<file path="src/design/inverse_distance_interpolator_macros.svh">
// Assertion macros shared by the interpolator RTL.
// Each macro expects clk and rst_n to be visible where it is used.
`ifndef INVERSE_DISTANCE_INTERPOLATOR_MACROS_SVH
`define INVERSE_DISTANCE_INTERPOLATOR_MACROS_SVH

// Same-cycle implication.
`define IDI_ASSERT_IMP(lbl, ante, cons) \
    lbl: assert property (@(posedge clk) disable iff (!rst_n) (ante) |-> (cons)) \
        else $error("interpolator check failed");

// Next-cycle implication.
`define IDI_ASSERT_NEXT(lbl, ante, cons) \
    lbl: assert property (@(posedge clk) disable iff (!rst_n) (ante) |=> (cons)) \
        else $error("interpolator check failed");

`endif

</file>
<file path="src/design/idi_pkg.sv">
// Shared types and constants of the inverse distance interpolator.
// No dependencies; imported by every module of the block.
`default_nettype none

package idi_pkg;

    localparam int IO_COMPS     = 4;   // vector components on the streams
    localparam int COORD_W      = 24;  // Q16.8 coordinate
    localparam int VAL_W        = 32;  // Q16.16 component
    localparam int DIFF_W       = 25;  // coordinate difference
    localparam int D2_W         = 50;  // squared distance
    localparam int WGT_W        = 25;  // weight, at most 2^24
    localparam int MUL_A_W      = 33;
    localparam int MUL_B_W      = 26;
    localparam int PROD_W       = 59;
    localparam int WEIGHT_STEPS = 41;  // quotient bits of 2^40 / d2

    localparam logic [D2_W-1:0] SNAP_D2   = D2_W'(65536);
    localparam int              DEN_FLOOR = 17;

    localparam logic [1:0] OP_CLEAR = 2'd0;
    localparam logic [1:0] OP_ADD   = 2'd1;
    localparam logic [1:0] OP_QUERY = 2'd2;

    typedef enum logic [12:0] {
        ST_IDLE   = 13'b0000000000001,
        ST_RD     = 13'b0000000000010,
        ST_DX     = 13'b0000000000100,
        ST_SQX    = 13'b0000000001000,
        ST_SQY    = 13'b0000000010000,
        ST_D2     = 13'b0000000100000,
        ST_SNAP   = 13'b0000001000000,
        ST_WDIV   = 13'b0000010000000,
        ST_MUL    = 13'b0000100000000,
        ST_ACC    = 13'b0001000000000,
        ST_FSTART = 13'b0010000000000,
        ST_FDIV   = 13'b0100000000000,
        ST_DONE   = 13'b1000000000000
    } state_t;

endpackage

`default_nettype wire

</file>
<file path="src/design/idi_divider.sv">
// Restoring divider, one quotient bit per cycle, shared by weights and results.
// Depends on idi_pkg only by convention of the block.
`default_nettype none

module idi_divider
    import idi_pkg::*;
#(
    parameter int NUM_W = 64,
    parameter int DEN_W = 50,
    parameter int CNT_W = 7
)
(
    input  wire logic             clk,
    input  wire logic             rst_n,
    input  wire logic             start,
    input  wire logic [NUM_W-1:0] num_in,    // dividend, processed from its top bit
    input  wire logic [DEN_W-1:0] den_in,
    input  wire logic [CNT_W-1:0] steps_in,
    output logic                  busy,
    output logic                  done,
    output logic      [NUM_W-1:0] quot
);

    logic [NUM_W-1:0] num_reg;
    logic [DEN_W-1:0] den_reg;
    logic [DEN_W:0]   rem_reg;
    logic [NUM_W-1:0] q_reg;
    logic [CNT_W-1:0] cnt_reg;
    logic             busy_reg;
    logic             done_reg;
    logic [DEN_W:0]   rem_sh;
    logic             ge;

    assign rem_sh = {rem_reg[DEN_W-1:0], num_reg[NUM_W-1]};
    assign ge     = rem_sh >= {1'b0, den_reg};

    always_ff @(posedge clk or negedge rst_n)
    begin
        if (!rst_n)
        begin
            busy_reg <= 1'b0;
            done_reg <= 1'b0;
            cnt_reg  <= '0;
        end
        else
        begin
            done_reg <= 1'b0;
            if (start)
            begin
                busy_reg <= 1'b1;
                cnt_reg  <= steps_in;
            end
            else if (busy_reg)
            begin
                cnt_reg <= cnt_reg - 1'b1;
                if (cnt_reg == CNT_W'(1))
                begin
                    busy_reg <= 1'b0;
                    done_reg <= 1'b1;
                end
            end
        end
    end

    always_ff @(posedge clk)
    begin
        if (start)
        begin
            num_reg <= num_in;
            den_reg <= den_in;
            rem_reg <= '0;
            q_reg   <= '0;
        end
        else if (busy_reg)
        begin
            num_reg <= {num_reg[NUM_W-2:0], 1'b0};
            rem_reg <= ge ? (rem_sh - {1'b0, den_reg}) : rem_sh;
            q_reg   <= {q_reg[NUM_W-2:0], ge};
        end
    end

    assign busy = busy_reg;
    assign done = done_reg;
    assign quot = q_reg;

endmodule

`default_nettype wire

</file>
<file path="config.mk">
export PLATFORM = sky130hd
export DESIGN_NAME = idi_divider
export DESIGN_NICKNAME = d
export VERILOG_FILES = /design/src/design/inverse_distance_interpolator_macros.svh /design/src/design/idi_pkg.sv /design/src/design/idi_divider.sv
export SDC_FILE = /design/constraint.sdc
export NUM_CORES = 1
export LEC_CHECK = 0
export BUFFER_PORTS_ARGS = -buffer_cell sky130_fd_sc_hd__buf_2
export CORE_MARGIN = 2
export CORE_UTILIZATION = 45
export CTS_CLUSTER_SIZE = 40
export DETAILED_ROUTE_END_ITERATION = 10
export MAX_ROUTING_LAYER = met4
export PLACE_DENSITY = 0.74
export SLEW_MARGIN = 20
export SYNTH_ARGS = -nofsm -noshare
export SYNTH_HDL_FRONTEND = slang
export SYNTH_SLANG_ARGS = --single-unit
</file>
<file path="constraint.sdc">
create_clock -name clk -period 4.12 [get_ports clk]
set_input_delay 0.618 -clock clk [delete_from_list [all_inputs] [get_ports clk]]
set_output_delay 0.618 -clock clk [all_outputs]
set_load 0.02 [all_outputs]
</file>
==> results.cfg <==
[route]
wl_per_cell_um = 16.3
vias = 9421
first_iter_violations = 565
ant_nets = 0
firstDrtPassIters = 5
drt-total-wl_mm = 28.1
drc = 0
vias_per_cell = 5.45

[synth]
synthMuxAreaShare_pct = 11.4
synth_nets = 1381
synth_top_family_by_area = compound AO/OA/AOI/OAI gates
synth-warning-count = 0
netlist_area_um2 = 12300
yosys.area_share.simple_pct = 12.9
ys_seq_area_share_pct = 48.4
synth_cells = 1204
synth_xor_area_share_pct = 3.50
synth_compound_area_share_pct = 13.6
synth-edff-count = 114
synthFlopType = edfxtp_1
synthDistinctLibCells = 69
async_flop_share_pct = 3.80
synth_fa_ha_area_share_pct = 5.47
synth_seq_cells = 237
synth.avg_cell_area_um2 = 10.2

[worst_setup_path]
cp_max_fo = 42
cp_slowest_cell = o31ai_4
worstPathCellList = inv_1 -> ha_1 -> nand4_1 -> a21oi_1 -> o21ai_2 -> a2111oi_4 -> nor2_2 -> o31ai_4 -> buf_4 -> o22ai_1 -> a211o_1 -> a21oi_1
cp-start-kind = flip-flop
cpMostUsedCell = a21oi_1
cp_top_family = compound AO/OA/AOI/OAI gates
worstPathArrival_ps = 4000
crit_type = reg -> reg
worst-path-buf-inv = 2
reg2reg_from = den_reg[4]$_DFFE_PP_
cp.required_ps = 4580
ff2ff_path_depth = 12
worstSetupEndpointType = flip-flop
cp_slowest_stage_delay_ps = 520
worst_r2r_endpoint = rem_reg[49]$_SDFFE_PP0P_
r2r_setup_slack_ps = 580

[floorplan]
io_pins = 190
core_region_area_um2 = 26900
fp.dieW_um = 169
start_util_pct = 45.6
dieArea_um2 = 28600
die_h_um = 169
num_rows = 60

[clocking]
clk_pin_slew_worst_paths_ps = 60
cts_tree = built
root_buffer = clkbuf_16
tritoncts.num_buffers = 27
clk-insertion-delay-late_ps = 540
postCtsSetupBuffers = 0
clkSinkCount = 237
ctsLongestPathBuffers = 3
cts_resized = 0
h-tree-depth = 1

[sta]
fin_crit_ps = 3540
slew_viol_final = 0
period_share_pct = 86.0
setup_violations = 0
finalHoldViolCount = 0
max_slew_margin_pct = 26.9
tightest_slew_ps = 1100
max_freq_ghz = 0.282
rsz0062_at_grt = false
skew_ps = 18.8
setup_tns_ps = 0

[cells_and_area]
area_delta_synth_final_pct = 16.6
fill_cells = 2422
stdcell_area_um2 = 14300
layout.nets = 1537
layout_commonest_cell = buf_2
fin_cells = 1729
drive_gt1_share_pct = 23.7
final_cell_mix = buf_2 (188), nor2_1 (129), nand2_1 (123), edfxtp_1 (114), dfxtp_1 (114)

[pwr]
peakVddDrop_mv = 0.395
power.leakage_nw = 6.54
finalPower_mw = 8.77
power.density_nw_per_um2 = 614

[global_route]
grt_usage_pct = 19.9
grt_pass1_vias = 9361
antenna_found_initial = 6
grt_max_degree = 76
overflow = 0
grt_pass1_wl_mm = 46.0

[place]
place_hpwl_mm = 19.9
dp.cells = 1671
numPortBuffers = 189
globalplace.congestion = 0.902
postPlaceCellArea_um2 = 13400

[min_path]
min_to = den_reg[36]$_DFFE_PP_
hp-class = in -> reg
min_from = den_in[36]
hold_depth = 1

[flow_run]
drv_cap = 0

[outcome]
status = completed
==> cells in the mapped netlist (12+ instances only) <==
cell	n	area, µm²
a21oi_1	62	310
mux2i_1	67	671
ha_1	52	651
o21bai_1	17	128
nand2_1	123	462
inv_1	64	240
clkbuf_1	52	195
nand4_1	22	138
nor2_1	129	484
a21o_1	24	180
xor2_1	21	184
mux2_2	65	732
edfxtp_1	114	3420
o21ai_0	33	165
a311oi_1	32	280
dfxtp_1	114	2280
xnor2_1	28	245
nand3_1	13	65.1
a211oi_1	12	90.1
==> cells by family (layout without fill, tap and decap cells) <==
group | after synthesis | after routing
simple gates | 353 | 353
compound gates | 240 | 240
flops | 237 | 237
buf+inv | 140 | 317
mux | 132 | 132
fa+ha+maj | 53 | 53
xor+xnor | 49 | 49
other cells | 0 | 7
==> cell type report <==
cell class                      count  area [µm²]  share of cell area [%]
Multi-Input combinational cell    827        5750                    40.2
Clock inverter                     11        87.6                   0.613
Clock buffer                       39         762                    5.33
Timing Repair Buffer              202        1070                    7.47
Inverter                           65         244                    1.71
Tap cell                          341         427                    2.99
Antenna cell                        7        17.5                   0.123
Sequential cell                   237        5930                    41.5
==> worst register-to-register path, cell delays in order (launching register included) <==
cell and delay (ps):
edfxtp_1 320, inv_1 40, ha_1 400, nand4_1 160
a21oi_1 290, o21ai_2 130, a2111oi_4 420, nor2_2 120
o31ai_4 520, buf_4 530, o22ai_1 140, a211o_1 300
a21oi_1 100
==> report_power, final <==
group          internal [mW]  switching (mW)
sequential              2.86           0.250
combinational           1.39            1.99
clock                   1.35           0.944
==> worst max path at each step <==
| stage | startpoint | to | slack (ps) | cells after the start |
|---|---|---|---|---|
| 5_1_grt | den_reg[3]$_DFFE_PP_ | rem_reg[6]$_SDFFE_PP0P_ | 370 | 11 |
| 6_report | den_reg[4]$_DFFE_PP_ | rem_reg[49]$_SDFFE_PP0P_ | 580 | 12 |
| 4_1_cts | den_reg[4]$_DFFE_PP_ | rem_reg[49]$_SDFFE_PP0P_ | 600 | 12 |
| 3_5_place_dp | den_reg[4]$_DFFE_PP_ | rem_reg[45]$_SDFFE_PP0P_ | 620 | 12 |
| 3_3_place_gp | den_reg[4]$_DFFE_PP_ | rem_reg[49]$_SDFFE_PP0P_ | 770 | 12 |
| 2_1_floorplan | num_reg[63]$_DFFE_PP_ | rem_reg[20]$_SDFFE_PP0P_ | 1180 | 13 |
==> per-layer routing <==
| layer | track usage (%) | wire (µm) | up-vias |
|---|---|---|---|
| li1 | - | - | 4637 |
| met1 | 25.6 | 12600 | 4456 |
| met2 | 31.6 | 12800 | 282 |
| met3 | 4.72 | 1990 | 46 |
| met4 | 5.43 | 666 | 0 |
| met5 | - | 0 | - |
==> per-stage QoR <==
step	utilization [%]	setup slack, ps	hold slack (ps)
2_1_floorplan	-	1180	322
3_3_place_gp	49.9	766	471
3_5_place_dp	49.9	617	481
4_1_cts	53.1	602	232
5_1_grt	53.2	369	241
6_report	53.2	575	254
==> what timing repair did <==
item,CTS,global route
hold endpoints to repair,9,0
hold buffers,1,0
endpoints found under the setup margin,0,0
Note: power is estimated with default switching activity, not from simulation.
